## config.mk

```make
export PLATFORM = sky130hd
export DESIGN_NAME = tcit_ram
export DESIGN_NICKNAME = d
export VERILOG_FILES = /design/src/hw/rtl/tcit_ram.sv
export SDC_FILE = /design/constraint.sdc
export NUM_CORES = 2
export LEC_CHECK = 0
export BUFFER_PORTS_ARGS = -buffer_cell sky130_fd_sc_hd__buf_2
export CAP_MARGIN = 25
export CORE_ASPECT_RATIO = 0.8
export CORE_MARGIN = 10
export CORE_UTILIZATION = 61
export DETAILED_ROUTE_END_ITERATION = 16
export HOLD_SLACK_MARGIN = 0.1
export PLACE_DENSITY_LB_ADDON = 0.15
export SYNTH_ARGS = -nofsm -noshare
export SYNTH_HDL_FRONTEND = slang
export SYNTH_SLANG_ARGS = --single-unit
```

## constraint.sdc

```tcl
create_clock -name clk -period 7.6 [get_ports clk]
set_clock_uncertainty 0.2 [all_clocks]
set_input_delay 1.14 -clock clk [delete_from_list [all_inputs] [get_ports clk]]
set_output_delay 1.14 -clock clk [all_outputs]
set_load 0.01 [all_outputs]
```

## src/hw/rtl/tcit_ram.sv

```systemverilog
module tcit_ram #(
  parameter int WIDTH = 8,
  parameter int DEPTH = 256,
  localparam int AW = $clog2(DEPTH)
) (
  input  logic             clk,
  input  logic             we,
  input  logic [AW-1:0]    waddr,
  input  logic [WIDTH-1:0] wdata,
  input  logic             re,
  input  logic [AW-1:0]    raddr,
  output logic [WIDTH-1:0] rdata
);

  logic [WIDTH-1:0] mem [DEPTH];

  // Write port
  always_ff @(posedge clk) begin
    if (we) begin
      mem[waddr] <= wdata;
    end
  end

  // Registered read port, held while re is low
  always_ff @(posedge clk) begin
    if (re) begin
      rdata <= mem[raddr];
    end
  end

endmodule

```

### After elaboration in Yosys (flattened, before gate mapping)

Memories as Yosys holds them, arrays and structs flattened. A register that Yosys moved wholly into a read port is not among the register bits.
Index checks and enable logic that the tools add are counted.
W data, S select, Z words.

| word-level totals | value |
|---|---|
| memories kept | 1 |
| output and inout bits | 8 |
| input port bits | 27 |
| flip-flop bits (word level) | 0 |
| memory bits (writable) | 2048 |
| logic and storage cells | 3 |

Memories:

| memory | depth | width | read ports | clocked after memory_dff | write ports | line | source |
|---|---|---|---|---|---|---|---|
| mem | 256 | 8 | 1 | 1 | 1 | 15 | `logic [WIDTH-1:0] mem [DEPTH];` |

| cells by class | value |
|---|---|
| muxes and demuxes | 2 |

Operators by type and width:

| operator | number |
|---|---|
| $mux W1 | 2 |

### Logic depth before layout (Yosys ltp)

| logic depth | value |
|---|---|
| depth after elaboration | 2 |
| gate-level depth with buffers | 11 |
| gate-level depth less buffers | 6 |

### Worst setup path after synthesis

No wires, ideal clock.

| timing | value |
|---|---|
| path type | input port to flip-flop |
| from | input port raddr[0] |
| to | register rdata[2], read port of mem, data pin |
| data required time | 7131 ps |
| arrival | 2947 ps |
| library setup time | 269 ps |
| path buffers | 4 |
| slack | 4184 ps |
| stages on the path | 9 |
| cell sequence | buf_6 -> buf_12 -> buf_8 -> buf_2 -> mux4_2 -> a22oi_1 -> a21oi_1 -> nor4_1 -> nor4_2 |

RTL lines:

| element | line | source |
|---|---|---|
| start, declared | 11 | `input logic [AW-1:0] raddr,` |
| end, declared | 12 | `output logic [WIDTH-1:0] rdata` |

==> Flow_metrics.wiki <==
{| class="wikitable"
! Metric !! Value
|-
| Status || finished clean
|-
| Arrival time at the worst endpoint || 5.18 ns
|-
| Share of flip-flops with an asynchronous set or reset after synthesis || 0%
|-
| RePlAce Congestion || 0.860
|-
| Final count of negative-setup-slack endpoints || 0
|-
| Category of the critical setup timing path || input pin to register
|-
| Vias per Instance || 6.93
|-
| Fraction of final layout cells with drive strength greater than 1 || 21.8%
|-
| Category of the worst setup path launch point || input pin
|-
| Total via count after detailed routing || 39,543
|-
| Final hold violation count || 0
|-
| Clock sink count || 2,056
|-
| Total nets after synthesis || around 3,800
|-
| Post-route total power || 22.7 mW
|-
| Min-Delay Path Class || input pin to register
|-
| Placed cells || 5,351
|-
| Count of standard-cell rows || 118
|-
| Max-cap violation count || 0
|-
| Detailed-route DRC error count || 0
|-
| Number of global-route vias before repair || about 39,000
|-
| DIE AREA || 145,000 µm²
|-
| Hold Buf Count CTS || 0
|-
| Average footprint of a synthesized cell || about 21 µm²
|-
| Fmax || around 0.21 GHz
|-
| Final nets || 3,841
|-
| Sequential fraction of the synthesis area || 77.5%
|-
| Clock period minus final worst setup slack || 4.87 ns
|-
| Width of the die || between 400 and 500 µm
|-
| CTS tree || yes
|-
| Least-Margin Pin Slew || approximately 1.3 ns
|-
| Number of buffers added by the clock tree synthesis step || 185
|-
| Ratio of final minimum period to clock period || 64.0%
|-
| Setup crit end kind || register
|-
| Average wire length per cell after detail routing || 34.2 µm
|-
| Pins over their slew limit || 0
|-
| Count of TritonRoute iterations in the first routing pass || 5
|-
| Maximum fanout along the worst path || 71
|-
| Clk_lat worst skew || 0.82 ns
|-
| Placement Cell Area || 81,400 µm²
|-
| Final-layout setup total negative slack || 0 ns
|-
| Antenna violations before repair || 10
|-
| Post-synthesis instance area || 79,600 µm²
|-
| Distinct cell type count after synthesis || 54
|-
| Unrepaired setup endpoints after global routing || no
|-
| Number of setup buffers added after CTS || 0
|-
| Bufs on Longest Clock Path || 3
|-
| Main area contributors after synthesis || sky130_fd_sc_hd__edfxtp_1, sky130_fd_sc_hd__mux4_2, sky130_fd_sc_hd__mux2i_1
|-
| Aggregate global-route resource usage || 26.9%
|-
| Top-area cell type share of the netlist area || 77.5%
|-
| Gates resized, CTS repair || 0
|-
| Data required time at the worst endpoint || about 7.9 ns
|-
| Static Leakage || 26.8 nW
|-
| Half-perimeter wire length after placement || roughly 120,000 µm
|-
| Count of routing violations after the opening detailed-route iteration || 5,938
|-
| Clk Tree Root Cell || sky130_fd_sc_hd__clkbuf_16
|-
| Die Y-Extent || 343 µm
|-
| Number of port buffers || 34
|-
| Max_slew headroom || 11.3%
|-
| Main synth FF type || sky130_fd_sc_hd__edfxtp_1
|-
| Wire length of the first global-routing pass || between 200,000 and 300,000 µm
|-
| Total I/O pin count || 35
|-
| Number of antenna-violating nets in the routed design || 0
|-
| GR Overflow Total || 0
|-
| YS warnings || 0
|-
| Post-synthesis cell count || 3,733
|-
| Non-filler instance count after layout || 5,707
|-
| Placeable core region || 129,000 µm²
|-
| Starting utilization of the core area || 61.5%
|-
| Final Routed Wirelength || 195,000 µm
|-
| Pwr dens || 260 nW/µm²
|-
| Maximum number of pins on one net before global-route repair || 209
|-
| Signed area change from the synthesized netlist to the final layout || 9.81%
|-
| Finished Cell Area || 87,400 µm²
|-
| Count of H-tree levels built during CTS || 4
|-
| Number of flops mapped to enable cells by yosys || around 2,100
|-
| Flip-flop and latch count after synthesis || 2,056
|-
| Clock-pin slew on the worst setup and hold paths || 0.06 ns
|-
| Maximum vdd drop || approximately 0.26 mV
|-
| Largest area contributor in the synthesized netlist || sky130_fd_sc_hd__edfxtp_1
|}
## critical path, stage by stage
cell and delay, ns:
sky130_fd_sc_hd__buf_8 0.60, sky130_fd_sc_hd__buf_12 0.50, sky130_fd_sc_hd__buf_4 0.37, sky130_fd_sc_hd__mux4_2 0.53, sky130_fd_sc_hd__a22oi_1 0.36, sky130_fd_sc_hd__a21oi_1 0.16, sky130_fd_sc_hd__nor4_1 1.10, sky130_fd_sc_hd__nor4_1 0.16
## worst paths after layout
kind,endpoint,start,slack [ns],cells past startpoint
setup / recovery,rdata[7],raddr[0],2.73,8
hold / removal,rdata[7],re,0.51,1
setup reg to reg,rdata[3],mem[82][3],4.28,6
hold reg to reg,rdata[3],mem[40][3],0.92,6
## power breakdown
part / leakage, nW / internal (mW) / switching, mW / total (mW)
Clock: 2.86 / 5.07 / 4.04 / 9.11
Combinational: 5.49 / 0.364 / 0.739 / 1.10
Sequential: 18.5 / 12.5 / 0.00991 / 12.5
Total: 26.8 / 17.9 / 4.79 / 22.7
## state kept, by name, summed over array words and instances (netlist names)
name and cells:
mem 2048, rdata 8
## cells by family (layout without fill, tap and decap cells)
| family | Yosys count | in the layout | share of synthesized area, % |
|---|---|---|---|
| simple gates | 466 | 466 | 2.63 |
| mux | 591 | 591 | 14.6 |
| other cells | 0 | 5 | 0 |
| compound gates | 385 | 385 | 3.42 |
| buf+inv | 235 | 464 | 1.83 |
| flops | 2056 | 2056 | 77.5 |
## per-stage QoR
stage	setup slack, ns	hold WS [ns]	util [%]
after floorplan	4.18	0.664	-
after global placement	2.19	0.908	62.8
after detailed placement	2.21	0.883	62.8
after CTS	3.06	0.460	67.3
after global routing	2.79	0.487	67.5
final	2.73	0.510	67.5
## routing by layer
layer,vias to the layer above,global-route usage [%],wire length (µm)
li1,15855,-,-
met1,20817,39.7,75500
met2,2490,40.1,90000
met3,375,6.07,22400
met4,6,9.70,7430
met5,-,0,40
## placed cells by master (no fill, tap or decap), types with 4 or more instances in the layout
cell type,count
sky130_fd_sc_hd__a211oi_1,16
sky130_fd_sc_hd__a21oi_1,96
sky130_fd_sc_hd__a221oi_1,13
sky130_fd_sc_hd__a22o_1,8
sky130_fd_sc_hd__a22oi_1,133
sky130_fd_sc_hd__and2_1,6
sky130_fd_sc_hd__buf_12,10
sky130_fd_sc_hd__buf_2,26
sky130_fd_sc_hd__buf_4,71
sky130_fd_sc_hd__bufinv_16,14
sky130_fd_sc_hd__clkbuf_1,44
sky130_fd_sc_hd__clkbuf_16,191
sky130_fd_sc_hd__clkbuf_8,13
sky130_fd_sc_hd__clkinv_1,35
sky130_fd_sc_hd__clkinv_2,37
sky130_fd_sc_hd__clkinvlp_4,5
sky130_fd_sc_hd__diode_2,5
sky130_fd_sc_hd__edfxtp_1,2056
sky130_fd_sc_hd__inv_6,4
sky130_fd_sc_hd__mux2i_1,134
sky130_fd_sc_hd__mux4_2,454
sky130_fd_sc_hd__nand2_1,33
sky130_fd_sc_hd__nand2b_1,8
sky130_fd_sc_hd__nand3_1,28
sky130_fd_sc_hd__nand3_2,6
sky130_fd_sc_hd__nand4_1,10
sky130_fd_sc_hd__nor2_1,279
sky130_fd_sc_hd__nor2b_1,28
sky130_fd_sc_hd__nor3_1,22
sky130_fd_sc_hd__nor4_1,24
sky130_fd_sc_hd__o211ai_1,10
sky130_fd_sc_hd__o21ai_0,10
sky130_fd_sc_hd__o221ai_1,46
sky130_fd_sc_hd__o22a_1,5
sky130_fd_sc_hd__o22ai_1,28
sky130_fd_sc_hd__o32ai_1,4
sky130_fd_sc_hd__or2_2,4
## area by class of cell
type                            instances  area [µm²]
Fill cell                            7990       42000
Multi-Input combinational cell       1442       16500
Clock inverter                        100         885
Inverter                                2        7.51
Antenna cell                            5        12.5
Sequential cell                      2056       61700
Tap cell                             1740        2180
Timing Repair Buffer                  127        1180
Clock buffer                          235        4940
## Yosys cell counts (3+ instances only)
library cell / count
sky130_fd_sc_hd__or2_2: 4
sky130_fd_sc_hd__nand2b_1: 8
sky130_fd_sc_hd__nand4_1: 10
sky130_fd_sc_hd__buf_8: 13
sky130_fd_sc_hd__and2_1: 6
sky130_fd_sc_hd__buf_2: 31
sky130_fd_sc_hd__o22ai_1: 28
sky130_fd_sc_hd__a21oi_1: 96
sky130_fd_sc_hd__mux2i_1: 134
sky130_fd_sc_hd__mux4_2: 454
sky130_fd_sc_hd__o221ai_1: 46
sky130_fd_sc_hd__o32ai_1: 4
sky130_fd_sc_hd__buf_12: 8
sky130_fd_sc_hd__nand2_1: 33
sky130_fd_sc_hd__nor2_1: 282
sky130_fd_sc_hd__nor4_1: 24
sky130_fd_sc_hd__clkbuf_1: 111
sky130_fd_sc_hd__edfxtp_1: 2056
sky130_fd_sc_hd__nand3_1: 34
sky130_fd_sc_hd__a22oi_1: 133
sky130_fd_sc_hd__a221oi_1: 13
sky130_fd_sc_hd__buf_1: 22
sky130_fd_sc_hd__a211oi_1: 16
sky130_fd_sc_hd__o22a_1: 5
sky130_fd_sc_hd__nor3_1: 22
sky130_fd_sc_hd__nor4_2: 3
sky130_fd_sc_hd__a22o_1: 8
sky130_fd_sc_hd__buf_6: 21
sky130_fd_sc_hd__buf_4: 27
sky130_fd_sc_hd__nor2b_1: 31
sky130_fd_sc_hd__o21ai_0: 10
sky130_fd_sc_hd__o211ai_1: 10
Note: power is estimated with default switching activity, not from simulation.
