--- src/hw/rtl/tcit_pkg.sv ---
package tcit_pkg;

  // Default sizes
  localparam int EVENT_DEPTH_DEF     = 32;
  localparam int REG_STORE_BYTES_DEF = 65536;
  localparam int ARG_SLOTS_DEF       = 8;

  // Bus item kinds
  typedef enum logic [2:0] {
    REQ_START_WRITE = 3'd0,
    REQ_START_READ  = 3'd1,
    REQ_WRITE_BYTE  = 3'd2,
    REQ_READ_BYTE   = 3'd3,
    REQ_TOUCH       = 3'd4
  } req_type_t;

  // Source of the returned read byte
  typedef enum logic [1:0] {
    SRC_DIRECT = 2'd0,
    SRC_RING   = 2'd1,
    SRC_STORE  = 2'd2
  } rd_src_t;

  // Command codes
  localparam logic [7:0] CMD_STATUS_A    = 8'hA3;
  localparam logic [7:0] CMD_STATUS_B    = 8'hA4;
  localparam logic [7:0] CMD_STATUS_C    = 8'hFC;
  localparam logic [7:0] CMD_CALIBRATE   = 8'hA7;
  localparam logic [7:0] CMD_WRITE_REG   = 8'hB6;
  localparam logic [7:0] CMD_GPIO_QUERY  = 8'hCF;
  localparam logic [7:0] CMD_WINDOW      = 8'hD0;
  localparam logic [7:0] CMD_EVENT_A     = 8'h85;
  localparam logic [7:0] CMD_EVENT_B     = 8'h86;
  localparam logic [7:0] CMD_EVENT_C     = 8'h87;

  // Register addresses behind the register-write command
  localparam logic [7:0] REG_ADDR_HI     = 8'h00;
  localparam logic [7:0] REG_SYS_RESET   = 8'h28;
  localparam logic [7:0] SYS_RESET_VAL   = 8'h80;
  localparam logic [7:0] REG_EVENT_COUNT = 8'h23;
  localparam logic [7:0] GPIO_QUERY_ARG  = 8'h01;

  // Event types and status codes
  localparam logic [7:0] EV_HOVER        = 8'h00;
  localparam logic [7:0] EV_PRESS        = 8'h03;
  localparam logic [7:0] EV_RELEASE      = 8'h04;
  localparam logic [7:0] EV_HOLD         = 8'h05;
  localparam logic [7:0] EV_CALIBRATED   = 8'h0F;
  localparam logic [7:0] EV_READY        = 8'h10;
  localparam logic [7:0] EV_STATUS       = 8'h16;
  localparam logic [7:0] EV_GPIO         = 8'h20;
  localparam logic [7:0] ST_STATUS_A     = 8'h01;
  localparam logic [7:0] ST_STATUS_B     = 8'h02;
  localparam logic [7:0] ST_STATUS_C     = 8'h04;
  localparam logic [7:0] ST_CALIBRATED   = 8'h05;
  localparam logic [7:0] ST_GPIO         = 8'h01;

  localparam logic [16:0] CNT_MAX = 17'h1FFFF;

  typedef struct packed {
    logic [2:0]  req_type;
    logic [7:0]  data_byte;
    logic [11:0] touch_x;
    logic [11:0] touch_y;
    logic        touch_down;
  } item_t;

  typedef struct packed {
    rd_src_t    src;
    logic [2:0] byte_sel;
    logic [7:0] direct;
    logic [4:0] pending;
  } resp_info_t;

  // Saturating byte counter increment
  function automatic logic [16:0] sat_inc(input logic [16:0] v);
    return (v == CNT_MAX) ? CNT_MAX : v + 17'd1;
  endfunction

  // Status event: type in byte 0, status in byte 1
  function automatic logic [63:0] make_event(input logic [7:0] ev_type,
                                             input logic [7:0] status);
    return {48'h0, status, ev_type};
  endfunction

  // Touch event with packed coordinates
  function automatic logic [63:0] touch_event(input logic [7:0]  ev_type,
                                              input logic [11:0] x,
                                              input logic [11:0] y,
                                              input logic        down);
    return {8'h00, 7'h00, down, 8'h00, 7'h00, down,
            x[3:0], y[3:0], y[11:4], x[11:4], ev_type};
  endfunction

  // Power-on contents of the register store (firmware info bytes)
  function automatic logic [7:0] store_init(input logic [15:0] addr);
    logic [7:0] v;
    v = 8'h00;
    case (addr)
      16'h0060: v = 8'h70;
      16'h0070: v = 8'h32;
      16'h0073: v = 8'h01;
      default:  v = 8'h00;
    endcase
    return v;
  endfunction

endpackage

--- src/hw/rtl/tcit_resp.sv ---
module tcit_resp (
  input  logic                 clk,
  input  logic                 rst,
  input  logic                 in_valid,
  input  tcit_pkg::resp_info_t info,
  input  logic [7:0]           store_rdata,
  input  logic [63:0]          ring_rdata,
  output logic                 advance,
  output logic                 out_valid,
  input  logic                 out_ready,
  output logic [15:0]          out_data
);
  import tcit_pkg::*;

  logic       s1_valid;
  resp_info_t s1_info;
  logic       out_advance;
  logic [7:0] rd_byte;

  // Stall chain back from the output register
  assign out_advance = !out_valid || out_ready;
  assign advance     = !s1_valid || out_advance;

  // Hold the transaction info while the memory read completes
  always_ff @(posedge clk) begin
    if (rst) begin
      s1_valid <= 1'b0;
    end else if (advance) begin
      s1_valid <= in_valid;
    end
  end

  always_ff @(posedge clk) begin
    if (advance) begin
      s1_info <= info;
    end
  end

  // Select the returned byte
  always_comb begin
    case (s1_info.src)
      SRC_RING:  rd_byte = ring_rdata[{s1_info.byte_sel, 3'b000} +: 8];
      SRC_STORE: rd_byte = store_rdata;
      default:   rd_byte = s1_info.direct;
    endcase
  end

  // Output register
  always_ff @(posedge clk) begin
    if (rst) begin
      out_valid <= 1'b0;
    end else if (out_advance) begin
      out_valid <= s1_valid;
    end
  end

  always_ff @(posedge clk) begin
    if (out_advance && s1_valid) begin
      out_data <= {3'b000, s1_info.pending, rd_byte};
    end
  end

endmodule

--- config.mk ---
export PLATFORM = sky130hd
export DESIGN_NAME = tcit_resp
export DESIGN_NICKNAME = d
export VERILOG_FILES = /design/src/hw/rtl/tcit_pkg.sv /design/src/hw/rtl/tcit_resp.sv
export SDC_FILE = /design/constraint.sdc
export NUM_CORES = 1
export LEC_CHECK = 0
export BUFFER_PORTS_ARGS = -buffer_cell sky130_fd_sc_hd__buf_2
export CAP_MARGIN = 0
export CORE_MARGIN = 2
export CORE_UTILIZATION = 47
export CTS_BUF_LIST = sky130_fd_sc_hd__clkbuf_2
export DETAILED_ROUTE_END_ITERATION = 8
export PLACE_DENSITY = 0.87
export SLEW_MARGIN = 15
export SYNTH_ARGS = -nofsm -noshare
export SYNTH_HDL_FRONTEND = slang
export SYNTH_SLANG_ARGS = --single-unit
--- constraint.sdc ---
create_clock -name clk -period 3.1 [get_ports clk]
set_input_delay 0.155 -clock clk [delete_from_list [all_inputs] [get_ports clk]]
set_output_delay 0.155 -clock clk [all_outputs]
set_load 0.01 [all_outputs]
* Word level (Yosys, flattened, before mapping)
Cells that the tools add are included.
Cells by class: equal/unequal tests 2, shifts and indexed selects 1, muxes and demuxes 1, reduce and logical (&&, ||, !) cells 5
Operator list (count):
- $shiftx A64 B7 Y8 | 1
- $pmux W8 S2 | 1
- $eq A2 B1 Y1 const B | 1
- $eq A2 B2 Y1 const B | 1
- $logic_not A1 Y1 | 2
- $logic_or A1 B1 Y1 | 2
- $logic_and A1 B1 Y1 | 1
Word-level totals: flip-flop bits (word level) 33, input bits 94, output and inout port bits 18, logic and storage cells 16

* Longest topological paths before layout
depth in word-level cells 3, gate-level depth with buffers 7, depth with buffers taken out 6

* Worst setup path before layout
Ideal clock, no wire load.
path type reg2reg, start register s1_info[17] (netlist name), end register out_data[3], data pin, setup time 0.262 ns, arrival time 1.300 ns, data required time 2.838 ns, path slack 1.538 ns, cell stages (with the launch flop) 7, path buffers 2, period minus slack after synthesis 1.562 ns, path through edfxtp_1 ha_1 clkbuf_2 clkbuf_1 nor2_1 a21oi_1 o21ai_1
Between the ends: cells in the longest elaborated chain, start to end 2, elaborated cells on any way between the ends 3, classes of those cells eq/ne (2); mux (1)
RTL lines:
- start: declaration | line tcit_resp.sv:16 | resp_info_t s1_info;
- start signal: assignment | line tcit_resp.sv:35 | s1_info <= info;
- $eq A2 B2 Y1 or $eq A2 B1 Y1 (tied branches) | line tcit_resp.sv:41 | case (s1_info.src)
- $pmux W8 S2 (*) | line tcit_resp.sv:41
- net rd_byte[3] | line tcit_resp.sv:18 | logic [7:0] rd_byte;
- end signal: assignment | line tcit_resp.sv:59 | out_data <= {3'b000, s1_info.pending, rd_byte};
- end: declaration | line tcit_resp.sv:11 | output logic [15:0] out_data
The timed path passes the listed nets; every way through them passes the cells marked *. A chain may end at the register's enable or synchronous reset.

* Worst setup path after layout
start register out_valid, end output port advance
Between the ends: cells in the longest elaborated chain, start to end 3
RTL lines:
- start: declaration | line tcit_resp.sv:9 | output logic out_valid,
- start signal: assignment | line tcit_resp.sv:53 | out_valid <= s1_valid;
- $logic_not A1 Y1 | line tcit_resp.sv:21 | assign out_advance = !out_valid || out_ready;
- $logic_or A1 B1 Y1 | line tcit_resp.sv:21
- $logic_or A1 B1 Y1 | line tcit_resp.sv:22 | assign advance = !s1_valid || out_advance;
- end: declaration | line tcit_resp.sv:8 | output logic advance,
No other way between the ends.

==> flow_results.org <==
** Outcome
- The flow ran to the end, and the final reports show no timing, DRC or antenna violations.

** Routing
- The routed layout has 1,608 vias.
- After detailed routing, the average wire length per cell comes to 13.66 um.
- For this run, design rule violations remaining after detail routing come to 0.
- Met3 wire length :: 231 um
- The detailed router used layers up to and including met4.
- Number of detailed-routing iterations run before antenna repair :: 4
- Summed over all layers, the routed wires come to 4452 um.
- DRC violation total after the first TritonRoute iteration :: 38
- Routed metal-1 wirelength :: 1750 um
- After detailed routing, the number of vias per cell comes to 4.933.
- Sum of met2 wire segment lengths after detailed routing :: 2360 um
- The count of nets left with antenna violations once routing finished came out at 0.

** Setup path
- The critical path in this run is classified as reg2out.
- The signal on the critical path passes through nor2b_1 -> nand2_1 -> buf_2.
- CP peak stage delay :: 0.51 ns
- Critical path capture point type :: output port
- CP Max Fanout :: 19
- Data arrives at the worst endpoint at 1.81 ns.
- The largest individual stage delay along the critical path comes from the cell nand2_1.
- Data on the critical path is required at its endpoint by 2.94 ns.
- Critical path startpoint category :: flip-flop

** Yosys
- Summing every instance area after synthesis gives 1788 um2.
- Synthesized netlist cell count :: 151
- The top cell type by area accounts for 52.06% of the synthesized area.
- Yosys mapped the design onto 20 distinct sky130hd cell types.
- The Yosys step of the flow raised 0 warnings.
- Share of synthesized area occupied by flip-flops and latches :: 54.30%
- After synthesis, the cell types taking the most area are edfxtp_1 (52%), mux2i_1 (18%), a22oi_1 (6.7%).
- The biggest area contributor in the post-synthesis netlist is edfxtp_1.
- Number of synthesized register bits :: 33
- Syn_area_per_cell :: 11.84 um2

** STA
- Final Hold Slack :: 0.07341 ns
- TNS Setup :: 0 ns
- Final worst path period share :: 63.44%
- Tightest slew margin relative to the limit :: 48.09%
- Setup repair after global routing left no endpoint under its margin.
- Total of endpoints with negative setup slack in the final report :: 0
- Slew at the pin closest to its max-slew limit :: 0.7767 ns
- Based on the critical path, the design can be clocked at up to 508.5 MHz.
- The count of endpoints failing hold in the final timing report was 0.
- Largest clock skew in the final design :: 0.01205 ns
- Shortest period the worst path allows :: 1.967 ns
- Setup slack on the critical path of the routed design comes to 1.133 ns.
- The total count of max-transition violations in the final report was 0.

** Finish
- The layout has 267 filler cells.
- Once layout is complete, the utilization of the core stands at 70.10%.
- Compared with the post-synthesis result, the final layout area differs by 43.53%.
- Most frequent cells in the layout :: buf_2 (108), mux2i_1 (32), edfxtp_1 (31), dlygate4sd3_1 (20), nand2_1 (17)
- The library cell used most frequently in the layout, excluding fill and tap cells, is buf_2.
- In the final layout, the share of cells above drive strength 1 is 42.09%.
- Number of antenna repair diodes :: 0
- At the end of the flow, the number of nets in the layout was 373.

** Floorplan
- Ports :: 112
- The die covers 4314 um2.
- Initial core utilization :: 48.84%
- Core outline area :: 3661 um2
- Die Span X :: 65.68 um
- Overall die height :: 65.68 um
- Num rows :: 22

** Clock tree
- Counting the buffers created by CTS gives 5.
- Maximum count of clock buffers along a single path :: 2
- The clock tree synthesis step divided the H-tree into 2 levels.
- The later pin in the worst-skew pair is clocked with a latency of 0.37 ns.
- Sink Count :: 33
- After clock tree synthesis, the clock-pin slew on the worst setup and hold paths is 0.16 ns.
- Root buffer cell :: clkbuf_2
- TritonCTS clock tree :: built
- The number of gates resized after CTS was 0.

** Global route
- Wire length of the first global-routing pass :: 7065 um
- Initial antenna violation count :: 0
- Maximum number of pins on one net before global-route repair :: 33
- Global routing used 22.10% of the available tracks across all layers.
- Summed over all layers, the global routing overflow is 0.
- Number of global-route vias before repair :: 1,592

** Hold path
- In this run the worst hold path is classified as in2reg.

** Placed design
- RD Place Congestion :: 0.7253
- Buffers placed on the I/O ports in this run total 108.
- Before CTS, the worst setup slack after placement is 1.384 ns.
- Detailed Place HPWL :: 3278 um

** Pwr
- IR analysis of the VDD net gives a maximum drop of 0.0003896 V.
- Leakage Power :: 1.250 nW
- Power per unit of standard cell area :: 392.2 nW/um2
- Total Power :: 0.001006 W

** Job
- # Max-Cap Violations :: 0
[per-layer routing]
| metal | vias up | global-route usage [%] |
|---|---|---|
| met4 | 0 | 8.073 |
| met2 | 53 | 37.75 |
| met5 | - | 0 |
| met1 | 735 | 26.24 |
| met3 | 13 | 6.507 |
| li1 | 807 | - |
[synthesized netlist by cell type]
cell type,number
mux2i_1,32
nor2b_1,4
conb_1,1
buf_12,2
o21ai_1,8
a22oi_1,16
nor2_1,12
clkbuf_1,4
buf_4,3
nand2_1,17
nand2b_1,1
clkbuf_2,1
inv_1,2
and2_1,1
dfxtp_1,2
a21oi_1,9
buf_6,2
buf_1,1
ha_1,2
edfxtp_1,31
[state kept, by name (all words and copies together), names as in the netlist]
| name | cells |
|---|---|
| out_data | 13 |
| out_valid | 1 |
| s1_info | 18 |
| s1_valid | 1 |
[worst paths after layout]
check	from	end	slack, ns	cells past startpoint
worst max-delay path	out_valid	advance	1.13	3
worst min-delay path	out_ready	out_valid	0.07	4
worst max register to register	s1_info[17]	out_data[4]	1.38	3
worst min register to register	s1_info[4]	out_data[12]	0.44	0
[kinds of logic after synthesis]
kind of cell             share of synthesized area, %
AO/OA/AOI/OAI                                   11.48
adder cells (fa/ha/maj)                         1.399
buffers and inverters                           6.507
flip-flops                                      54.30
multiplexers                                    17.91
other                                          0.2097
AND/OR/NAND/NOR                                 8.188
[critical path: cells and delay by family (launching register included)]
kind	cells	cell delay (ns)
flip-flops	1	0.35
AND/OR/NAND/NOR	2	0.75
buffers and inverters	1	0.33
[through the flow]
stage	cells	instance area, um2
final	326	2566
after detailed placement	298	2302
after global placement	298	2302
after CTS	326	2566
after floorplan	153	1795
after global routing	326	2566
[power breakdown]
group          switching [W]  leakage [nW]  internal (W)
logic              0.0000927         0.880      0.000110
clock network       0.000140        0.0406      0.000138
registers         0.00000831         0.330      0.000517
total               0.000241          1.25      0.000765
[cell type report]
| cell class | count | area [um2] | share of cell area, % |
|---|---|---|---|
| sequential | 33 | 970.9 | 37.84 |
| timing repair buffer | 130 | 755.7 | 29.45 |
| multi-input combinational | 105 | 708.2 | 27.60 |
| tap | 48 | 60.06 | 2.340 |
| clock inverter | 2 | 33.78 | 1.316 |
| clock buffer | 6 | 30.03 | 1.170 |
| inverter | 2 | 7.507 | 0.2925 |
[repair_timing]
action,4_1_cts,5_1_grt
hold buffers,20,0
endpoints found under the hold margin,20,0
setup buffers,0,0
(Power assumes the default switching activity.)
