`src/hw/rtl/tcit_pkg.sv`:
```
package tcit_pkg;

  // Default sizes
  localparam int EVENT_DEPTH_DEF     = 32;
  localparam int REG_STORE_BYTES_DEF = 65536;
  localparam int ARG_SLOTS_DEF       = 8;

  // Bus item kinds
  typedef enum logic [2:0] {
    REQ_START_WRITE = 3'd0,
    REQ_START_READ  = 3'd1,
    REQ_WRITE_BYTE  = 3'd2,
    REQ_READ_BYTE   = 3'd3,
    REQ_TOUCH       = 3'd4
  } req_type_t;

  // Source of the returned read byte
  typedef enum logic [1:0] {
    SRC_DIRECT = 2'd0,
    SRC_RING   = 2'd1,
    SRC_STORE  = 2'd2
  } rd_src_t;

  // Command codes
  localparam logic [7:0] CMD_STATUS_A    = 8'hA3;
  localparam logic [7:0] CMD_STATUS_B    = 8'hA4;
  localparam logic [7:0] CMD_STATUS_C    = 8'hFC;
  localparam logic [7:0] CMD_CALIBRATE   = 8'hA7;
  localparam logic [7:0] CMD_WRITE_REG   = 8'hB6;
  localparam logic [7:0] CMD_GPIO_QUERY  = 8'hCF;
  localparam logic [7:0] CMD_WINDOW      = 8'hD0;
  localparam logic [7:0] CMD_EVENT_A     = 8'h85;
  localparam logic [7:0] CMD_EVENT_B     = 8'h86;
  localparam logic [7:0] CMD_EVENT_C     = 8'h87;

  // Register addresses behind the register-write command
  localparam logic [7:0] REG_ADDR_HI     = 8'h00;
  localparam logic [7:0] REG_SYS_RESET   = 8'h28;
  localparam logic [7:0] SYS_RESET_VAL   = 8'h80;
  localparam logic [7:0] REG_EVENT_COUNT = 8'h23;
  localparam logic [7:0] GPIO_QUERY_ARG  = 8'h01;

  // Event types and status codes
  localparam logic [7:0] EV_HOVER        = 8'h00;
  localparam logic [7:0] EV_PRESS        = 8'h03;
  localparam logic [7:0] EV_RELEASE      = 8'h04;
  localparam logic [7:0] EV_HOLD         = 8'h05;
  localparam logic [7:0] EV_CALIBRATED   = 8'h0F;
  localparam logic [7:0] EV_READY        = 8'h10;
  localparam logic [7:0] EV_STATUS       = 8'h16;
  localparam logic [7:0] EV_GPIO         = 8'h20;
  localparam logic [7:0] ST_STATUS_A     = 8'h01;
  localparam logic [7:0] ST_STATUS_B     = 8'h02;
  localparam logic [7:0] ST_STATUS_C     = 8'h04;
  localparam logic [7:0] ST_CALIBRATED   = 8'h05;
  localparam logic [7:0] ST_GPIO         = 8'h01;

  localparam logic [16:0] CNT_MAX = 17'h1FFFF;

  typedef struct packed {
    logic [2:0]  req_type;
    logic [7:0]  data_byte;
    logic [11:0] touch_x;
    logic [11:0] touch_y;
    logic        touch_down;
  } item_t;

  typedef struct packed {
    rd_src_t    src;
    logic [2:0] byte_sel;
    logic [7:0] direct;
    logic [4:0] pending;
  } resp_info_t;

  // Saturating byte counter increment
  function automatic logic [16:0] sat_inc(input logic [16:0] v);
    return (v == CNT_MAX) ? CNT_MAX : v + 17'd1;
  endfunction

  // Status event: type in byte 0, status in byte 1
  function automatic logic [63:0] make_event(input logic [7:0] ev_type,
                                             input logic [7:0] status);
    return {48'h0, status, ev_type};
  endfunction

  // Touch event with packed coordinates
  function automatic logic [63:0] touch_event(input logic [7:0]  ev_type,
                                              input logic [11:0] x,
                                              input logic [11:0] y,
                                              input logic        down);
    return {8'h00, 7'h00, down, 8'h00, 7'h00, down,
            x[3:0], y[3:0], y[11:4], x[11:4], ev_type};
  endfunction

  // Power-on contents of the register store (firmware info bytes)
  function automatic logic [7:0] store_init(input logic [15:0] addr);
    logic [7:0] v;
    v = 8'h00;
    case (addr)
      16'h0060: v = 8'h70;
      16'h0070: v = 8'h32;
      16'h0073: v = 8'h01;
      default:  v = 8'h00;
    endcase
    return v;
  endfunction

endpackage

```
`src/hw/rtl/tcit_core.sv`:
```
module tcit_core #(
  parameter int EVENT_DEPTH     = tcit_pkg::EVENT_DEPTH_DEF,
  parameter int REG_STORE_BYTES = tcit_pkg::REG_STORE_BYTES_DEF,
  parameter int ARG_SLOTS       = tcit_pkg::ARG_SLOTS_DEF,
  localparam int RIW = $clog2(EVENT_DEPTH),
  localparam int SAW = $clog2(REG_STORE_BYTES)
) (
  input  logic                 clk,
  input  logic                 rst,
  input  logic                 fire,
  input  tcit_pkg::item_t      item,
  output tcit_pkg::resp_info_t info,
  output logic                 store_we,
  output logic [SAW-1:0]       store_waddr,
  output logic [7:0]           store_wdata,
  output logic [SAW-1:0]       store_raddr,
  output logic                 ring_we,
  output logic [RIW-1:0]       ring_waddr,
  output logic [63:0]          ring_wdata,
  output logic [RIW-1:0]       ring_raddr
);
  import tcit_pkg::*;

  localparam int AIW = $clog2(ARG_SLOTS);
  localparam logic [RIW-1:0] LAST_IDX    = RIW'(EVENT_DEPTH - 1);
  localparam logic [RIW-1:0] FULL_CNT    = RIW'(EVENT_DEPTH - 1);
  localparam logic [17:0]    STORE_LIMIT = 18'(REG_STORE_BYTES);
  localparam logic [16:0]    ARG_LIMIT   = 17'(ARG_SLOTS);

  // Transaction state
  logic        cmd_valid, cmd_valid_next;
  logic [7:0]  cmd_code, cmd_code_next;
  logic [16:0] arg_count, arg_count_next;
  logic [16:0] read_count, read_count_next;
  logic [7:0]  arg_bytes [ARG_SLOTS];
  logic        arg_we;

  // Event ring pointers
  logic [RIW-1:0]         ring_rd, ring_rd_next;
  logic [RIW-1:0]         ring_wr, ring_wr_next;
  logic [RIW-1:0]         ring_cnt, ring_cnt_next;
  logic [EVENT_DEPTH-1:0] ring_valid;

  // Touch tracking
  logic [11:0] last_x, last_x_next;
  logic [11:0] last_y, last_y_next;
  logic        is_touched, is_touched_next;
  logic        was_touched, was_touched_next;

  logic        push_req;
  logic [63:0] push_data;
  logic [7:0]  touch_type;
  logic        touch_changed;
  logic        event_cmd;
  logic        count_read_cmd;
  logic [15:0] win_base;
  logic [17:0] wpos, rpos;
  logic        wpos_ok, rpos_ok;
  logic [RIW+8:0] cnt_x2_ext;
  logic [RIW+4:0] pending_ext;
  rd_src_t     rd_src;
  logic [7:0]  rd_direct;

  function automatic logic [RIW-1:0] idx_inc(input logic [RIW-1:0] i);
    return (i == LAST_IDX) ? '0 : i + 1'b1;
  endfunction

  // Register window addresses
  assign win_base = {arg_bytes[0], arg_bytes[1]};
  assign wpos     = {2'b00, win_base} + {1'b0, arg_count} - 18'd2;
  assign rpos     = {2'b00, win_base} + {1'b0, read_count} - 18'd1;
  assign wpos_ok  = wpos < STORE_LIMIT;
  assign rpos_ok  = rpos < STORE_LIMIT;

  assign event_cmd = (cmd_code == CMD_EVENT_A) || (cmd_code == CMD_EVENT_B) ||
                     (cmd_code == CMD_EVENT_C);
  assign count_read_cmd = (cmd_code == CMD_WRITE_REG) && (arg_count == 17'd2) &&
                          (arg_bytes[0] == REG_ADDR_HI) &&
                          (arg_bytes[1] == REG_EVENT_COUNT);

  assign touch_changed = (item.touch_x != last_x) || (item.touch_y != last_y) ||
                         (item.touch_down != is_touched);

  // Pick the touch event type from the previous and new press state
  always_comb begin
    case ({was_touched, item.touch_down})
      2'b01:   touch_type = EV_PRESS;
      2'b10:   touch_type = EV_RELEASE;
      2'b11:   touch_type = EV_HOLD;
      default: touch_type = EV_HOVER;
    endcase
  end

  assign cnt_x2_ext = {8'h00, ring_cnt, 1'b0};

  // Decode one item and work out the next state
  always_comb begin
    cmd_valid_next   = cmd_valid;
    cmd_code_next    = cmd_code;
    arg_count_next   = arg_count;
    read_count_next  = read_count;
    arg_we           = 1'b0;
    ring_rd_next     = ring_rd;
    ring_wr_next     = ring_wr;
    ring_cnt_next    = ring_cnt;
    last_x_next      = last_x;
    last_y_next      = last_y;
    is_touched_next  = is_touched;
    was_touched_next = was_touched;
    push_req         = 1'b0;
    push_data        = '0;
    store_we         = 1'b0;
    ring_we          = 1'b0;
    rd_src           = SRC_DIRECT;
    rd_direct        = 8'h00;

    if (fire) begin
      unique case (item.req_type)
        REQ_START_WRITE: begin
          cmd_valid_next = 1'b0;
          arg_count_next = '0;
        end
        REQ_START_READ: begin
          read_count_next = '0;
        end
        REQ_WRITE_BYTE: begin
          if (!cmd_valid) begin
            // First byte is the command
            cmd_valid_next = 1'b1;
            cmd_code_next  = item.data_byte;
            arg_count_next = '0;
            case (item.data_byte)
              CMD_STATUS_A: begin
                push_req  = 1'b1;
                push_data = make_event(EV_STATUS, ST_STATUS_A);
              end
              CMD_STATUS_B: begin
                push_req  = 1'b1;
                push_data = make_event(EV_STATUS, ST_STATUS_B);
              end
              CMD_STATUS_C: begin
                push_req  = 1'b1;
                push_data = make_event(EV_STATUS, ST_STATUS_C);
              end
              default: ;
            endcase
          end else if (cmd_code == CMD_WINDOW && arg_count >= 17'd2) begin
            // Window data byte into the register store
            if (wpos_ok) begin
              store_we       = 1'b1;
              arg_count_next = sat_inc(arg_count);
            end
          end else if (arg_count < ARG_LIMIT) begin
            arg_we         = 1'b1;
            arg_count_next = arg_count + 17'd1;
            if (cmd_code == CMD_CALIBRATE && arg_count == 17'd1) begin
              push_req  = 1'b1;
              push_data = make_event(EV_CALIBRATED, ST_CALIBRATED);
            end else if (cmd_code == CMD_WRITE_REG && arg_count == 17'd2) begin
              if (arg_bytes[0] == REG_ADDR_HI && arg_bytes[1] == REG_SYS_RESET &&
                  item.data_byte == SYS_RESET_VAL) begin
                push_req  = 1'b1;
                push_data = make_event(EV_READY, 8'h00);
              end
            end else if (cmd_code == CMD_GPIO_QUERY && arg_count == 17'd0) begin
              if (item.data_byte == GPIO_QUERY_ARG) begin
                push_req  = 1'b1;
                push_data = {24'h0, 8'h01, 8'h01, 8'h01, ST_GPIO, EV_GPIO};
              end
            end
          end
        end
        REQ_READ_BYTE: begin
          if (cmd_valid) begin
            if (event_cmd) begin
              // Consume the event on its last byte, then read the ring
              if (read_count[2:0] == 3'd7 && ring_cnt != '0) begin
                if (ring_cnt > RIW'(1)) begin
                  ring_rd_next = idx_inc(ring_rd);
                end
                ring_cnt_next = ring_cnt - 1'b1;
              end
              read_count_next = sat_inc(read_count);
              if (ring_valid[ring_rd_next]) begin
                rd_src = SRC_RING;
              end else if (ring_rd_next == '0 && read_count[2:0] == 3'd0) begin
                rd_direct = EV_READY;
              end
            end else if (cmd_code == CMD_WINDOW && arg_count >= 17'd2) begin
              if (read_count == '0) begin
                read_count_next = 17'd1;
              end else if (rpos_ok) begin
                read_count_next = sat_inc(read_count);
                rd_src          = SRC_STORE;
              end
            end else if (count_read_cmd) begin
              read_count_next = sat_inc(read_count);
              if (read_count == 17'd1) begin
                rd_direct = cnt_x2_ext[7:0];
              end
            end
          end
        end
        REQ_TOUCH: begin
          if (touch_changed) begin
            last_x_next      = item.touch_x;
            last_y_next      = item.touch_y;
            is_touched_next  = item.touch_down;
            was_touched_next = item.touch_down;
            push_req         = 1'b1;
            push_data        = touch_event(touch_type, item.touch_x, item.touch_y,
                                           item.touch_down);
          end
        end
        default: ;
      endcase

      // Push into the ring unless it is full
      if (push_req && ring_cnt < FULL_CNT) begin
        ring_we       = 1'b1;
        ring_wr_next  = idx_inc(ring_wr);
        ring_cnt_next = ring_cnt + 1'b1;
        if (ring_cnt == '0) begin
          ring_rd_next = idx_inc(ring_rd);
        end
      end
    end
  end

  assign pending_ext = {5'b00000, ring_cnt_next};

  assign info = '{src:      rd_src,
                  byte_sel: read_count[2:0],
                  direct:   rd_direct,
                  pending:  pending_ext[4:0]};

  assign store_waddr = wpos[SAW-1:0];
  assign store_wdata = item.data_byte;
  assign store_raddr = rpos[SAW-1:0];
  assign ring_waddr  = ring_wr;
  assign ring_wdata  = push_data;
  assign ring_raddr  = ring_rd_next;

  // State registers
  always_ff @(posedge clk) begin
    if (rst) begin
      cmd_valid   <= 1'b0;
      cmd_code    <= '0;
      arg_count   <= '0;
      read_count  <= '0;
      ring_rd     <= '0;
      ring_wr     <= RIW'(1);
      ring_cnt    <= RIW'(1);
      ring_valid  <= '0;
      last_x      <= '0;
      last_y      <= '0;
      is_touched  <= 1'b0;
      was_touched <= 1'b0;
      for (int i = 0; i < ARG_SLOTS; i++) begin
        arg_bytes[i] <= 8'h00;
      end
    end else begin
      cmd_valid   <= cmd_valid_next;
      cmd_code    <= cmd_code_next;
      arg_count   <= arg_count_next;
      read_count  <= read_count_next;
      ring_rd     <= ring_rd_next;
      ring_wr     <= ring_wr_next;
      ring_cnt    <= ring_cnt_next;
      last_x      <= last_x_next;
      last_y      <= last_y_next;
      is_touched  <= is_touched_next;
      was_touched <= was_touched_next;
      if (arg_we) begin
        arg_bytes[arg_count[AIW-1:0]] <= item.data_byte;
      end
      if (ring_we) begin
        ring_valid[ring_wr] <= 1'b1;
      end
    end
  end

endmodule

```
`config.mk`:
```
export PLATFORM = sky130hd
export DESIGN_NAME = tcit_core
export DESIGN_NICKNAME = d
export VERILOG_FILES = /design/src/hw/rtl/tcit_pkg.sv /design/src/hw/rtl/tcit_core.sv
export SDC_FILE = /design/constraint.sdc
export NUM_CORES = 1
export LEC_CHECK = 0
export BUFFER_PORTS_ARGS = -buffer_cell sky130_fd_sc_hd__buf_2
export CORE_ASPECT_RATIO = 1.5
export CORE_MARGIN = 2
export CORE_UTILIZATION = 40
export CTS_BUF_LIST = sky130_fd_sc_hd__clkbuf_8 sky130_fd_sc_hd__clkbuf_16
export DETAILED_ROUTE_END_ITERATION = 6
export HOLD_SLACK_MARGIN = 0.05
export MAX_ROUTING_LAYER = met4
export PLACE_DENSITY = 0.71
export SYNTH_ARGS = -nofsm -noshare
export SYNTH_HDL_FRONTEND = slang
export SYNTH_SLANG_ARGS = --single-unit
```
`constraint.sdc`:
```
create_clock -name clk -period 3.6 [get_ports clk]
set_input_delay 0.72 -clock clk [delete_from_list [all_inputs] [get_ports clk]]
set_output_delay 0.72 -clock clk [all_outputs]
set_load 0.01 [all_outputs]
```
Word level (Yosys, flattened, before mapping)
Memories as Yosys holds them, arrays and structs flattened.
Index checks and enable logic that the tools add are counted.
{"block": "op_classes", "addsub": 10, "multipliers": 0, "n_div": 0, "order_cmp": 9, "eq_ne": 37, "n_shift": 0, "muxes": 101, "bitwise": 2, "reduce_logical": 34}
{"cell": "two-way mux 64 bit", "n": 6}
{"cell": "two-way mux 17 bit", "n": 12}
{"cell": "one-hot mux 64 bit (2 select lines)", "n": 1}
{"cell": "two-way mux 5 bit", "n": 23}
{"cell": "equality test 8 bit, second input constant", "n": 11}
{"cell": "one-hot mux 17 bit (2 select lines)", "n": 2}
{"cell": "two-way mux 33 bit", "n": 2}
{"cell": "two-way mux 49 bit", "n": 1}
{"cell": "two-way mux 8 bit", "n": 5}
{"cell": "adder 16 x 17 -> 18 bit", "n": 2}
{"cell": "less-than comparator 18 x 17 -> 1 bit, second input constant", "n": 2}
{"cell": "adder 17 x 1 -> 17 bit, second input constant", "n": 2}
{"cell": "equality test 17 x 1 -> 1 bit, second input constant", "n": 2}
{"cell": "equality test 17 bit, second input constant", "n": 2}
{"cell": "logical NOT 17 bit", "n": 2}
{"cell": "one-hot mux 11 bit (3 select lines)", "n": 1}
{"cell": "two-way mux 1 bit", "n": 32}
{"cell": "OR 32 bit", "n": 1}
{"cell": "!= test 12 bit", "n": 2}
{"cell": "two-way mux 6 bit", "n": 3}
{"cell": "subtractor 18 x 1 -> 18 bit, second input constant", "n": 1}
{"cell": "subtractor 18 x 2 -> 18 bit, second input constant", "n": 1}
{"cell": "equality test 17 x 2 -> 1 bit, second input constant", "n": 1}
{"cell": "greater-or-equal comparator 17 x 2 -> 1 bit, second input constant", "n": 1}
{"cell": "39 further kinds", "n": 75}
{"block": "totals", "regBits": 115, "latch_bits": 0, "ram_bits": 64, "mem_bits_ro": 0, "in_bits": 39, "wordCells": 205, "mem_count": 1}
{"name": "arg_bytes", "depth": 8, "word_bits": 8, "read_ports": 2, "rd_ports_with_merged_regs": 0, "wr": 8, "line_no": "tcit_core.sv:35", "source": "logic [7:0] arg_bytes [ARG_SLOTS];"}

Depth between registers and ports, before layout
{"block": "depth", "depth_word": 16, "mapped_depth": 15}

Worst setup path after synthesis
Ideal clock, no wire load.
{"block": "synth_timing", "path_kind": "register to output", "startpoint": "register ring_cnt[0]", "endpoint": "output info[9] (netlist bit)", "t_arrival_ns": 2.962, "required_ns": 2.880, "setup_slack_ns": -0.082, "path_stages_with_launch": 12, "n_path_buf": 1, "cell_sequence": "dfxtp_1 > inv_1 > ha_1 > o31a_1 > nand2b_1 > buf_6 > a21oi_2 > mux4_1 > mux2i_1 > mux2_2 > o22ai_1 > nor3_1"}
{"element": "start: declaration", "line_no": "tcit_core.sv:41", "source": "logic [RIW-1:0] ring_cnt, ring_cnt_next;"}
{"element": "start signal: assignment", "line_no": "tcit_core.sv:269", "source": "ring_cnt <= ring_cnt_next;"}
{"element": "end: declaration", "line_no": "tcit_core.sv:12", "source": "output tcit_pkg::resp_info_t info,"}

==> qor.txt <==
violations in the final reports - negative setup slack
global router's overall resource usage - 23.97%
Synth async-reset ratio - 0%
clock latency reported for the late side of the worst-skew pair - 0.43 ns
initial antenna violation count - 2
outcome - finished with violations
number of different library cells in the post-synthesis netlist - 77
wire length of the first global-routing pass - 48440 um
share of the yosys chip area belonging to registers - 28.21%
via count normalized by instance count - 5.436
layout cell share with drive strength beyond 1 - 31.59%
root buf cell - sky130_fd_sc_hd__clkbuf_16
cell area power density - 322.2 mW/mm^2
Total Die Area - 0.02596 sq mm
gate count of the mapped netlist - 1256
clock-pin slew on the worst setup and hold paths - 0.06 ns
final std cells w/o fill - 1839
Reg power frac - 35.6%
final core utilization - 54.14%
number of warnings printed during yosys synthesis - 0
largest area contributor in the synthesized netlist - sky130_fd_sc_hd__dfxtp_1
internal portion of total power - 3.125 mW
synthesis-to-layout area growth - 33.63%
unrepaired setup endpoints after global routing - true
die width - 132.2 um
crit path to - store_raddr[15]
via count of the routed design - 9996
number of max-capacitance violations reported - 0
remaining global-route overflow - 0
placed instance count - 1775
worst r2r path cells - 15
period utilization - 109.5%
path type of the worst min-delay path - reg -> reg
capture instance of the worst register-to-register path - read_count[8]$_SDFFE_PP0P_
Slew headroom - 24.04%
number of buffers created by CTS - 17
Net Sw Power - 1.123 mW
top cells by area, synth - sky130_fd_sc_hd__dfxtp_1, sky130_fd_sc_hd__ha_1, sky130_fd_sc_hd__a21oi_1
Final Max Tran Viols - 0
maximum clock frequency - 253.7 MHz
via count of the first global-routing pass - 9635
antenna viol nets, final - 0
startpoint types - flop
post-synthesis area per instance - 7.854 sq um
part of the power in combinational logic - 18.0%
post-DP HPWL - 22780 um
Net Sw Frac - 26.43%
data required time of the critical path - 2.88 ns
CP Capture Type - primary output
initial cell density of the core - 40.51%
Post-synth EDFFs - 16
total of flip-flops plus latches after synthesis - 131
Die H - 196.3 um
Worst EP arrival - 3.22 ns
clock tree from TritonCTS - yes
slew at the pin closest to its max-slew limit - 1.139 ns
startpoint of the most critical register-to-register path - arg_bytes[1][1]$_SDFFCE_PN0P_
Clock Skews - 0.008103 ns
clock period minus worst slack - 3.942 ns
drt pass-1 iters - 5
IR drop worst, VDD - 0.3762 mV
number of placed I/O pins - 173
final setup violating endpoints - 26
number of sinks driven by the clock tree - 131
post-synthesis instance area - 0.009864 sq mm
highest net fanout along the worst path - 2
detail-routed net length per standard cell - 16.95 um
post-synth top area share - 23.34%
setup slack of the critical path after layout - -0.3424 ns
area of the core - 0.02435 sq mm
reg-to-reg slack, setup - 0.07 ns
Post-route DRC - 0
placement row count - 70
leakage power summed over all cells - 5.834 nW
fraction of power consumed by the clock network - 46.3%
weighted congestion at the end of routability-driven global placement - 0.9098
number of design-rule violations left by the first detailed-router iteration - 543
count of nets after finishing - 1629
H-Tree Depth - 4
worst setup path startpoint - arg_bytes[1][1]$_SDFFCE_PN0P_
pre-CTS WS - -0.4568 ns
Final Hold Fails - 0
number of fill cells in the layout - 2249
quantity of I/O buffers inserted on ports - 137
critical path start-end classification - reg -> out
predominant post-synthesis flop cell - sky130_fd_sc_hd__dfxtp_1
routed wire length - 31170 um
maximum count of clock buffers along a single path - 2
pin count of the biggest net entering global routing - 105
what timing repair did:
action,4_1_cts,5_1_grt
gates resized for setup,123,88
setup endpoints to repair,54,64
cloned,3,0
pin swaps,56,45
setup buffers,21,10
hold buffers,0,0
power groups by stage:
stage	logic, mW	registers [mW]	clock network [mW]
2_1_floorplan	0.433	1.54	0
3_3_place_gp	0.644	1.54	0
3_5_place_dp	0.652	1.54	0
4_1_cts	0.714	1.51	2.00
5_1_grt	0.838	1.51	2.06
6_report	0.766	1.51	1.97
metal layers:
metal	track usage [%]	wire length [um]	part of all wire, %
met5	-	0	0
met4	13.26	1412	4.5
met3	4.192	1681	5.4
met2	42.15	16100	52
met1	25.50	11970	38
cell usage after synthesis, types with 6 or more instances:
cell type	instances
sky130_fd_sc_hd__a21oi_1	103
sky130_fd_sc_hd__nor4_1	20
sky130_fd_sc_hd__dfxtp_1	115
sky130_fd_sc_hd__xnor2_1	26
sky130_fd_sc_hd__and3_1	38
sky130_fd_sc_hd__nor3_1	21
sky130_fd_sc_hd__o211ai_1	7
sky130_fd_sc_hd__buf_4	47
sky130_fd_sc_hd__nand2b_1	6
sky130_fd_sc_hd__a211oi_1	14
sky130_fd_sc_hd__nand3_1	42
sky130_fd_sc_hd__a21o_1	16
sky130_fd_sc_hd__nor2_1	126
sky130_fd_sc_hd__xor2_1	30
sky130_fd_sc_hd__o21a_1	9
sky130_fd_sc_hd__nand4_1	20
sky130_fd_sc_hd__clkbuf_1	42
sky130_fd_sc_hd__mux2i_1	9
sky130_fd_sc_hd__o31ai_1	10
sky130_fd_sc_hd__nand2_1	75
sky130_fd_sc_hd__inv_1	133
sky130_fd_sc_hd__or3_1	8
sky130_fd_sc_hd__mux2_2	6
sky130_fd_sc_hd__edfxtp_1	16
sky130_fd_sc_hd__and2_1	28
sky130_fd_sc_hd__a31oi_1	34
sky130_fd_sc_hd__nor2b_1	16
sky130_fd_sc_hd__ha_1	88
sky130_fd_sc_hd__o21ai_0	47
worst max-delay path: stages (launching register included):
cell	delay [ns]
sky130_fd_sc_hd__edfxtp_1	0.36
sky130_fd_sc_hd__inv_2	0.10
sky130_fd_sc_hd__ha_4	0.28
sky130_fd_sc_hd__inv_4	0.03
sky130_fd_sc_hd__ha_4	0.15
sky130_fd_sc_hd__fa_2	0.37
sky130_fd_sc_hd__a211oi_2	0.30
sky130_fd_sc_hd__o21ai_1	0.14
sky130_fd_sc_hd__a21oi_2	0.19
sky130_fd_sc_hd__buf_4	0.15
sky130_fd_sc_hd__nor2_2	0.03
sky130_fd_sc_hd__nor2_1	0.12
sky130_fd_sc_hd__o21bai_1	0.09
sky130_fd_sc_hd__a21oi_1	0.18
sky130_fd_sc_hd__xnor2_1	0.14
sky130_fd_sc_hd__buf_2	0.16
area by class of cell:
class	instances	area, sq um	area share [%]
multi-input cells	929	6770	51.36
clock buffers	19	464.2	3.522
repair buffers	288	2003	15.20
diodes	2	5.005	0.03797
clock inverters	13	205.2	1.557
flip-flops and latches	131	2804	21.27
inverters	133	524.3	3.977
well taps	324	405.4	3.075
worst min path at each step:
| stage | startpoint | slack, ns | end | cells after the start |
|---|---|---|---|---|
| 3_3_place_gp | ring_valid[29]$_SDFFE_PP0P_ | 0.44 | ring_valid[29]$_SDFFE_PP0P_ | 2 |
| 6_report | last_x[5]$_SDFFE_PP0P_ | 0.46 | last_x[5]$_SDFFE_PP0P_ | 2 |
| 5_1_grt | last_x[5]$_SDFFE_PP0P_ | 0.48 | last_x[5]$_SDFFE_PP0P_ | 2 |
| 2_1_floorplan | ring_valid[10]$_SDFFE_PP0P_ | 0.43 | ring_valid[10]$_SDFFE_PP0P_ | 2 |
| 3_5_place_dp | ring_valid[7]$_SDFFE_PP0P_ | 0.45 | ring_valid[7]$_SDFFE_PP0P_ | 2 |
| 4_1_cts | ring_valid[7]$_SDFFE_PP0P_ | 0.46 | ring_valid[7]$_SDFFE_PP0P_ | 2 |
state kept, by name (all words and copies together) (netlist names), 5 cells and up:
register and count:
ring_cnt 5, cmd_code 8, arg_count 17, ring_valid 32, ring_rd 5, last_x 12, arg_bytes 16, ring_waddr 5
read_count 17, last_y 12
cells in the final DEF, fill, tap and decap left out, types with 16 or more instances in the layout:
cell type / netlist / layout
sky130_fd_sc_hd__buf_4: 47 / 144
sky130_fd_sc_hd__nor2_1: 126 / 122
sky130_fd_sc_hd__buf_2: 5 / 122
sky130_fd_sc_hd__inv_1: 133 / 112
sky130_fd_sc_hd__dfxtp_1: 115 / 100
sky130_fd_sc_hd__a21oi_1: 103 / 95
sky130_fd_sc_hd__nand2_1: 75 / 74
sky130_fd_sc_hd__ha_1: 88 / 65
sky130_fd_sc_hd__nand3_1: 42 / 41
sky130_fd_sc_hd__and3_1: 38 / 36
sky130_fd_sc_hd__conb_1: 1 / 35
sky130_fd_sc_hd__a31oi_1: 34 / 33
sky130_fd_sc_hd__o21ai_0: 47 / 32
sky130_fd_sc_hd__xor2_1: 30 / 30
sky130_fd_sc_hd__and2_1: 28 / 23
sky130_fd_sc_hd__xnor2_1: 26 / 21
sky130_fd_sc_hd__nand4_1: 20 / 20
sky130_fd_sc_hd__clkbuf_16: 0 / 18
sky130_fd_sc_hd__buf_6: 3 / 17
sky130_fd_sc_hd__a21o_1: 16 / 16
sky130_fd_sc_hd__edfxtp_1: 16 / 16
metrics by stage:
stage | total power, mW | instance area, sq um | TNS, ns | hold WS [ns]
after CTS | 4.225 | 12820 | -3.499 | 0.4621
final | 4.248 | 13180 | -3.609 | 0.4640
after global placement | 2.186 | 11460 | -3.718 | 0.4388
after detailed placement | 2.195 | 11460 | -5.818 | 0.4493
after floorplan | 1.974 | 10000 | 0 | 0.4284
after global routing | 4.416 | 13180 | -8.160 | 0.4846
cell families (layout without fill, tap and decap cells):
logic type	count (synthesis)	count (layout)	share of synthesized area (%)
AO/OA/AOI/OAI	289	289	18.30
XOR/XNOR	56	56	4.972
adder cells (fa/ha/maj)	90	90	11.57
buffers and inverters	230	453	10.83
flip-flops	131	131	28.21
multiplexers	23	23	3.577
other	1	37	0.03802
AND/OR/NAND/NOR	436	436	22.50
Power figures use the tool's default switching activity.
